===== config.mk =====
export PLATFORM = sky130hd
export DESIGN_NAME = uhmg_slope_unit
export DESIGN_NICKNAME = d
export VERILOG_FILES = /design/src/rtl/uhmg_pkg.sv /design/src/rtl/uhmg_slope_unit.sv
export SDC_FILE = /design/constraint.sdc
export NUM_CORES = 1
export LEC_CHECK = 0
export BUFFER_PORTS_ARGS = -buffer_cell sky130_fd_sc_hd__buf_4
export CORE_MARGIN = 4
export CORE_UTILIZATION = 55
export DETAILED_ROUTE_END_ITERATION = 16
export MAX_ROUTING_LAYER = met4
export PLACE_DENSITY = 0.75
export SLEW_MARGIN = 20
export SYNTH_ARGS = -nofsm -noshare
export SYNTH_HDL_FRONTEND = slang
export SYNTH_SLANG_ARGS = --single-unit

===== constraint.sdc =====
create_clock -name clk_i -period 9.55 [get_ports clk_i]
set_clock_uncertainty 0.2 [all_clocks]
set_input_delay 0 -clock clk_i [delete_from_list [all_inputs] [get_ports clk_i]]
set_output_delay 0 -clock clk_i [all_outputs]
set_load 0.01 [all_outputs]

===== src/rtl/uhmg_pkg.sv =====
// Package for the upper hull max-gap block.
// Holds field widths, default parameter values and the slope unit control type.
// No dependencies.
package uhmg_pkg;

  localparam int unsigned HEIGHT_W        = 32;
  localparam int unsigned GAP_W           = 10;
  localparam int unsigned GAP_MAX         = 1023;
  localparam int unsigned OUT_DATA_W      = 16;
  localparam int unsigned MAX_POINTS_DEF  = 1024;
  localparam int unsigned HEIGHT_BITS_DEF = 32;

  typedef struct packed {
    logic load_a;
    logic load_b;
  } slope_ctrl_t;

endpackage


===== src/rtl/uhmg_slope_unit.sv =====
// Shared slope compare unit: one multiplier forms both cross products in turn.
// Each product is stored with its sign, and the compare reads the stored pair.
// Depends on uhmg_pkg.
module uhmg_slope_unit #(
  parameter int unsigned YW = 32,
  parameter int unsigned XW = 11
) (
  input  logic                 clk_i,
  input  uhmg_pkg::slope_ctrl_t ctrl_i,
  input  logic [YW-1:0]        minuend_i,
  input  logic [YW-1:0]        subtrahend_i,
  input  logic [XW-1:0]        factor_i,
  output logic                 le_o
);

  localparam int unsigned PW = YW + XW;

  logic          neg;
  logic [YW-1:0] mag;
  logic [PW-1:0] prod;
  logic          neg_a_q;
  logic          neg_b_q;
  logic [PW-1:0] mag_a_q;
  logic [PW-1:0] mag_b_q;

  assign neg  = minuend_i < subtrahend_i;
  assign mag  = neg ? (subtrahend_i - minuend_i) : (minuend_i - subtrahend_i);
  assign prod = PW'(mag) * PW'(factor_i);

  always_ff @(posedge clk_i) begin
    if (ctrl_i.load_a) begin
      neg_a_q <= neg;
      mag_a_q <= prod;
    end
    if (ctrl_i.load_b) begin
      neg_b_q <= neg;
      mag_b_q <= prod;
    end
  end

  // A nonzero difference always gives a nonzero product, since x gaps are positive.
  assign le_o = (neg_a_q && !neg_b_q) ||
                (!neg_a_q && !neg_b_q && (mag_a_q <= mag_b_q)) ||
                (neg_a_q && neg_b_q && (mag_b_q <= mag_a_q));

endmodule


# [Word level (Yosys, flattened, before mapping)]
# Index checks and enable logic that the tools add are counted.
[op_classes] n_addsub=2 mul=1 n_lt_le_gt_ge=3 muxes=1 reduce_logical=9
[ops] cell="43-bit less-or-equal comparator" n=2
[ops] cell="32-bit subtractor" n=2
[ops] cell="32-bit by 11-bit multiplier with 43-bit output" n=1
[ops] cell="32-bit less-than comparator" n=1
[ops] cell="32-bit two-way mux" n=1
[ops] cell="1-bit logical AND" n=5
[ops] cell="1-bit zero test" n=2
[ops] cell="1-bit logical OR" n=2
[totals] ff_bits=88 inputBits=78 output_inout_bits=1 elab_cells=20

# [Logic depth before layout (Yosys ltp)]
# Gate-level depths: netlist (run 1).
[logic_depth] ltp_word=5 mapped_depth=35 mapped_depth_nobuf=31

# [Worst setup path after synthesis (run 1)]
# No wires, ideal clock.
[synth_timing] path_kind="input port to flip-flop" start="input minuend_i[0]" end="register mag_a_q[36] (data pin)" setup_time_ns=0.273 arrival_time_ns=7.417 required_ns=9.077 path_slack_ns=1.660 path_stages=32 n_path_buf=3 path_cell_list="inv_1 -> ha_1 -> inv_1 -> fa_1 -> a211o_1 -> o211ai_1 -> a21o_1 -> o21ba_1 -> o21a_1 -> o2111a_1 -> buf_6 -> buf_6 -> mux2i_1 -> buf_4 -> mux2_2 -> fa_1 -> inv_1 -> fa_1 -> fa_1 -> fa_1 -> inv_1 -> fa_1 -> inv_1 -> ha_1 -> and4_1 -> a21o_1 -> a211oi_1 -> o2111ai_1 -> and3_1 -> o41ai_1 -> o31ai_1 -> xor2_1"
[synth_between] elab_chain_len=3 word_cells_on_any_way=5 classes_between="add/sub: 2; mul: 1; order compare: 1; mux: 1"
[synth_lines] item="start, declared" line_no="uhmg_slope_unit.sv:10" source="input logic [YW-1:0] minuend_i,"
[synth_lines] item="32-bit subtractor or 32-bit less-than comparator (tied branches)" line_no="uhmg_slope_unit.sv:27, uhmg_slope_unit.sv:26"
[synth_lines] item="32-bit two-way mux (*)" line_no="uhmg_slope_unit.sv:27" source="assign mag = neg ? (subtrahend_i - minuend_i) : (minuend_i - subtrahend_i);"
[synth_lines] item="32-bit by 11-bit multiplier with 43-bit output (*)" line_no="uhmg_slope_unit.sv:28" source="assign prod = PW'(mag) * PW'(factor_i);"
[synth_lines] item="via prod[36]" line_no="uhmg_slope_unit.sv:20" source="logic [PW-1:0] prod;"
[synth_lines] item="end signal, assigned" line_no="uhmg_slope_unit.sv:33" source="mag_a_q <= prod;"
[synth_lines] item="end, declared" line_no="uhmg_slope_unit.sv:23" source="logic [PW-1:0] mag_a_q;"
# Mark *: on every way through the listed nets, which the timed path passes. The rest lies on a longest branch.
# A chain may end at the register's enable or synchronous reset.

# [Worst setup path in the final report (run 1)]
[layout_timing] start="input minuend_i[0]" end="register mag_b_q[36] (data pin)"
[layout_between] elab_chain_len=3 word_cells_on_any_way=5 classes_between="add/sub: 2; mul: 1; order compare: 1; mux: 1"
[layout_lines] item="32-bit subtractor or 32-bit less-than comparator (tied branches)" line_no="uhmg_slope_unit.sv:27, uhmg_slope_unit.sv:26"
[layout_lines] item="32-bit two-way mux (*)" line_no="uhmg_slope_unit.sv:27"
[layout_lines] item="32-bit by 11-bit multiplier with 43-bit output (*)" line_no="uhmg_slope_unit.sv:28"
[layout_lines] item="via prod[36]" line_no="uhmg_slope_unit.sv:20"
[layout_lines] item="end signal, assigned" line_no="uhmg_slope_unit.sv:37" source="mag_b_q <= prod;"
[layout_lines] item="end, declared" line_no="uhmg_slope_unit.sv:24" source="logic [PW-1:0] mag_b_q;"
# Marks and branches as above.

==> results of run 1 <==
==> cell usage after synthesis (8+ instances only) <==
master    count
inv_1       403
nand2_1     396
nand2b_1    331
fa_1        271
ha_1        187
mux2i_1     165
clkbuf_1    153
mux2_2      140
a21oi_1     116
edfxtp_1     88
a21o_1       80
o21ai_0      57
mux2_4       51
nor2_1       48
nor2b_1      28
nand3_1      25
xnor2_1      25
buf_4        23
and2_1       18
nand4_1      16
o21a_1       15
a211oi_1     12
buf_6        12
a31oi_1      11
nor3_1       11
and3_1       10
o21bai_1     10
xor2_1       10
a21boi_0      8
o211ai_1      8
==> registers in the layout, summed over array words and instances (netlist names) <==
register,cells
mag_a_q,43
mag_b_q,43
neg_a_q,1
neg_b_q,1
==> worst min-delay path by stage <==
stage / startpoint / endpoint / slack, ns / cells past startpoint
final: factor_i[0] / mag_b_q[0]$_DFFE_PP_ / 0.22 / 2
after floorplan: ctrl_i[1] / mag_a_q[0]$_DFFE_PP_ / -0.09 / 0
after CTS: factor_i[0] / mag_b_q[0]$_DFFE_PP_ / 0.20 / 2
after global placement: ctrl_i[0] / mag_b_q[4]$_DFFE_PP_ / 0.34 / 1
after detailed placement: ctrl_i[1] / mag_a_q[3]$_DFFE_PP_ / 0.34 / 1
after global routing: factor_i[0] / mag_b_q[0]$_DFFE_PP_ / 0.24 / 2
==> kinds of logic (layout without fill, tap and decap cells) <==
group                      count (synthesis)  in the layout  share of synthesized area (%)
adders and majority gates                458            458                           32.2
buffers and inverters                    599            551                           10.1
DFF                                       88             88                           11.0
xor gates and xnor gates                  35             35                           1.27
AOI/OAI and AO/OA                        364            364                           9.83
muxes                                    361            361                           16.8
and+or+nand+nor                          904            904                           18.8
==> cell usage in the layout, fill, tap and decap left out, drive strengths merged, types with 3 or more instances in the layout <==
cell      n
o21bai   10
o221ai    4
a211oi   12
o31ai     4
mux2    196
and2     18
o211ai    8
nand3    25
or2       4
a31o      3
nand4    17
nand2b  331
a21o     80
a21oi   118
edfxtp   88
nor2b    28
fa      271
o21ai    57
buf     130
o21a     15
a31oi    11
ha      187
nor3     12
and3     10
nor2     48
clkbuf   10
and4      5
or3       4
clkinv    3
mux2i   165
a221oi    6
inv     404
xnor2    25
a41oi     4
a21boi    8
nand2   396
xor2     10
==> metrics by stage <==
stage	cells	setup WS, ns	hold WS, ns
floorplan	2809	1.66	-0.0875
global placement	3328	0.661	0.339
detailed placement	3328	0.374	0.344
CTS	3346	0.696	0.202
global route	3346	0.270	0.240
finish	3346	0.655	0.218
==> layer usage <==
layer / up-vias / global-route usage (%) / part of all wire (%)
met2: 707 / 42.9 / 48
li1: 8950 / - / -
met4: 0 / 6.13 / 2.3
met1: 9280 / 35.1 / 43
met5: - / - / 0
met3: 96 / 2.01 / 6.6
==> area by class of cell <==
cell class	count	area, sq um
clock buffer	10	229
clock inverter	6	67.6
fill	3741	18000
inverter	403	1510
multi-input combinational	2122	19000
sequential	88	2640
tap	585	732
timing repair buffer	132	996
==> what timing repair did <==
action	CTS	global route
hold buffers	2	0
setup buffers	0	0
endpoints found under the hold margin	15	0
endpoints found under the setup margin	0	0
==> results.ini, run 1 <==
[run_status]
status = finished clean

[synthesis]
ys.flop_type = edfxtp_1
synthTopCellsByArea = fa_1 23%, edfxtp_1 11%, ha_1 9.7%
synthCells = 2809
yosys_warnings = 0
syn_area_sq_mm = 0.0241
synth.largest_area_cell = fa_1
synthesis.nets = 3345
ys_types = 69
seq_area_frac_synth_pct = 11.0
synth_edf_count = 88
ys_ff_latch = 88
synth_area_per_cell_sq_um = 8.58
synth_top_area_share_pct = 22.5
async_reset_ff_share_pct = 0

[floorplan]
rows = 76
num_io_pins = 79
die-area_sq_mm = 0.0472
core_area_sq_mm = 0.0432
die_h_um = 217
die_w_um = 217
initial_core_util_pct = 55.8

[cells_and_area]
layout.core_utilization_pct = 58.4
layout-drive-gt1-share_pct = 12.7
syn_to_final_growth_pct = 4.58
fin_nets = 3292
n_antenna_cell = 0
fin_area_sq_mm = 0.0252

[clock_tree]
tritoncts = built
htreeDepth = 3
cts.repair.resized = 0
path_clk_slew_ns = 0.07
clock-sinks = 88
cts_made_buffers = 9
cts_root_buffer = clkbuf_16
cts_buffer_depth = 2

[route]
drtPass1Iterations = 8
drc_errors = 0
drt_wl_total_um = 58900
vias_per_cell = 5.69
wl_per_cell_um = 17.6
antenna_left = 0
drt_iter0_markers = 1485
vias = 19000

[grt]
grt_pass1_vias = 19500
grt_max_degree = 63
antenna_found_initial = 0
grt.total_usage_pct = 25.9
grt_pass1_wl_um = 98700
gr-total-overflow = 0

[critical_path]
path_common_cell = fa_1
crit_end = mag_b_q[36]$_DFFE_PP_
cp_max_fo = 14
critPathLaunchType = input port
cp-end-kind = flip-flop
worstSetupStartpoint = minuend_i[0]
worst-setup-path-type = input port to flip-flop
path_buf_inv = 6
required_ns = 9.42
critPathMaxStageDelay_ns = 0.67
cp.depth = 30
worstPathArrival_ns = 8.76
slowest_stage = mux2i_1
path_delay_family = adder cells

[place]
dpl-instance-area_sq_mm = 0.0249
finalWeightedCongestion = 0.969
dp_hpwl_um = 46100
io_buffers = 78

[timing]
period_minus_slack_ns = 8.90
slew_headroom_pct = 35.7
hold_violations = 0
fin_crit_sh_pct = 93.1
worst_pin_slew_ns = 0.965
rsz0062_at_grt = no
slew_violations = 0
setup_violations = 0
tns_ns = 0
max_freq_mhz = 112

[worst_hold_path]
hp-class = input port to flip-flop

[flow_run]
cap_violations = 0

Power of run 1 is not shown: default switching activity piles up to over one toggle a cycle in this logic, so the estimate is an artifact.
==> run 2: changes to the inputs <==
--- a/config.mk
+++ b/config.mk
@@ -10,7 +10,7 @@
 export CORE_UTILIZATION = 55
 export DETAILED_ROUTE_END_ITERATION = 16
 export MAX_ROUTING_LAYER = met4
-export PLACE_DENSITY = 0.75
+export PLACE_DENSITY = 0.8
 export SLEW_MARGIN = 20
 export SYNTH_ARGS = -nofsm -noshare
 export SYNTH_HDL_FRONTEND = slang
==> results.ini, run 2 (synthesized netlist as in run 1, its figures left out) <==
[run_status]
status = finished clean

[timing]
slew_headroom_pct = 30.4  ; -5.3 points
max_freq_mhz = 115  ; +2.3%
hold_ws_ns = 0.209  ; -0.00914 ns
period_minus_slack_ns = 8.70  ; -0.196 ns
hold_violations = 0  ; unchanged
fin_crit_sh_pct = 91.1  ; -2.1 points
worst_pin_slew_ns = 1.02  ; +0.0506 ns
setup_violations = 0  ; unchanged
slew_violations = 0  ; unchanged
rsz0062_at_grt = no
tns_ns = 0  ; unchanged

[flow_run]
cap_violations = 0  ; unchanged

[critical_path]
critPathLaunchType = input port
cp_max_fo = 14  ; unchanged
required_ns = 9.43  ; about the same
worstPathArrival_ns = 8.58  ; -0.18 ns
path_common_cell = fa_1
slowest_stage = fa_1
worst-setup-path-type = input port to flip-flop
cp-end-kind = flip-flop
critPathMaxStageDelay_ns = 0.59  ; -0.08 ns

[floorplan]
die_w_um = 217  ; unchanged
die-area_sq_mm = 0.0472  ; unchanged
die_h_um = 217  ; unchanged
rows = 76  ; unchanged
initial_core_util_pct = 55.8  ; unchanged
num_io_pins = 79  ; unchanged
core_area_sq_mm = 0.0432  ; unchanged

[place]
finalWeightedCongestion = 0.914  ; -5.7%
dp_hpwl_um = 46700  ; +1.2%
io_buffers = 78  ; unchanged

[cells_and_area]
final_common_cell = inv_1
syn_to_final_growth_pct = 4.44
top_regs = mag_a_q (43), mag_b_q (43)
layout-drive-gt1-share_pct = 12.7  ; about the same
fin_nets = 3290  ; -0.061%
n_antenna_cell = 0  ; unchanged
layout.core_utilization_pct = 58.3  ; -0.078 points
final_cell_mix = 403 x inv_1, 396 x nand2_1, 331 x nand2b_1

[clock_tree]
cts_buffer_depth = 2  ; unchanged
clock-sinks = 88  ; unchanged
path_clk_slew_ns = 0.07  ; about the same
htreeDepth = 3  ; unchanged
cts_root_buffer = clkbuf_16
tritoncts = built
cts_made_buffers = 9  ; unchanged

[route]
drt_wl_total_um = 59900  ; +1.8%
drt_iter0_markers = 1549  ; +4.3%
vias = 19200  ; +0.64%
antenna_left = 0  ; unchanged
drc_errors = 0  ; unchanged
drtPass1Iterations = 5  ; -3
wl_per_cell_um = 17.9  ; +1.8%
vias_per_cell = 5.73  ; +0.70%

[worst_hold_path]
hp-class = input port to flip-flop

[grt]
grt_pass1_vias = 19400  ; -0.44%
grt_pass1_wl_um = 98900  ; +0.21%
grt_max_degree = 63  ; unchanged
gr-total-overflow = 0  ; unchanged
antenna_found_initial = 0  ; unchanged
grt.total_usage_pct = 26.2  ; +0.26 points

[run 2: cell count changes in the layout (fill, tap and decap cells not counted), sizes merged]
| cell | change |
|---|---|
| clkbuf | -1 |
| buf | -2 |
| bufinv | -1 |
| inv | +2 |
[run 2: worst max-delay path: cells and delay by family]
family	cells	cell delay [ns]
xor gates and xnor gates	1	0.12
muxes	2	0.78
AOI/OAI and AO/OA	11	3.11
adders and majority gates	8	3.58
buffers and inverters	6	0.62
and+or+nand+nor	2	0.34
[run 2: cell type report]
type	count	area, sq um
clock inverters	7	52.6
inverters	403	1510
flip-flops and latches	88	2640
clock buffers	9	225
multi-input cells	2122	19000
repair buffers	130	981
well taps	585	732
fillers	3711	18000
[run 2: through the flow]
step | instance area, sq um | cells | worst slack, ns
floorplan | 24100 | 2809 | 1.66
global placement | 24900 | 3326 | 0.786
detailed placement | 24900 | 3326 | 0.586
CTS | 25200 | 3344 | 0.922
global route | 25200 | 3344 | 0.301
finish | 25200 | 3344 | 0.851
[run 2: metal layers]
| layer | up-vias | GRT usage (%) | share of wire, % |
|---|---|---|---|
| met3 | 126 | 1.88 | 6.2 |
| met4 | 0 | 7.31 | 2.9 |
| met5 | - | - | 0 |
| li1 | 8954 | - | - |
| met1 | 9325 | 33.9 | 42 |
| met2 | 749 | 44.7 | 49 |
[run 2: timing repair]
action / in CTS / in global routing
hold buffers: 2 / 0
endpoints found under the hold margin: 15 / 0
setup buffers: 0 / 0
gates resized for setup: 0 / 0
[run 2: final timing paths]
| check | startpoint | end | slack (ns) | cells after the start |
|---|---|---|---|---|
| worst max-delay path | minuend_i[0] | mag_a_q[40]$_DFFE_PP_ | 0.85 | 30 |
| worst min-delay path | factor_i[0] | mag_a_q[0]$_DFFE_PP_ | 0.21 | 2 |
Power of run 2 is left out for the same reason.
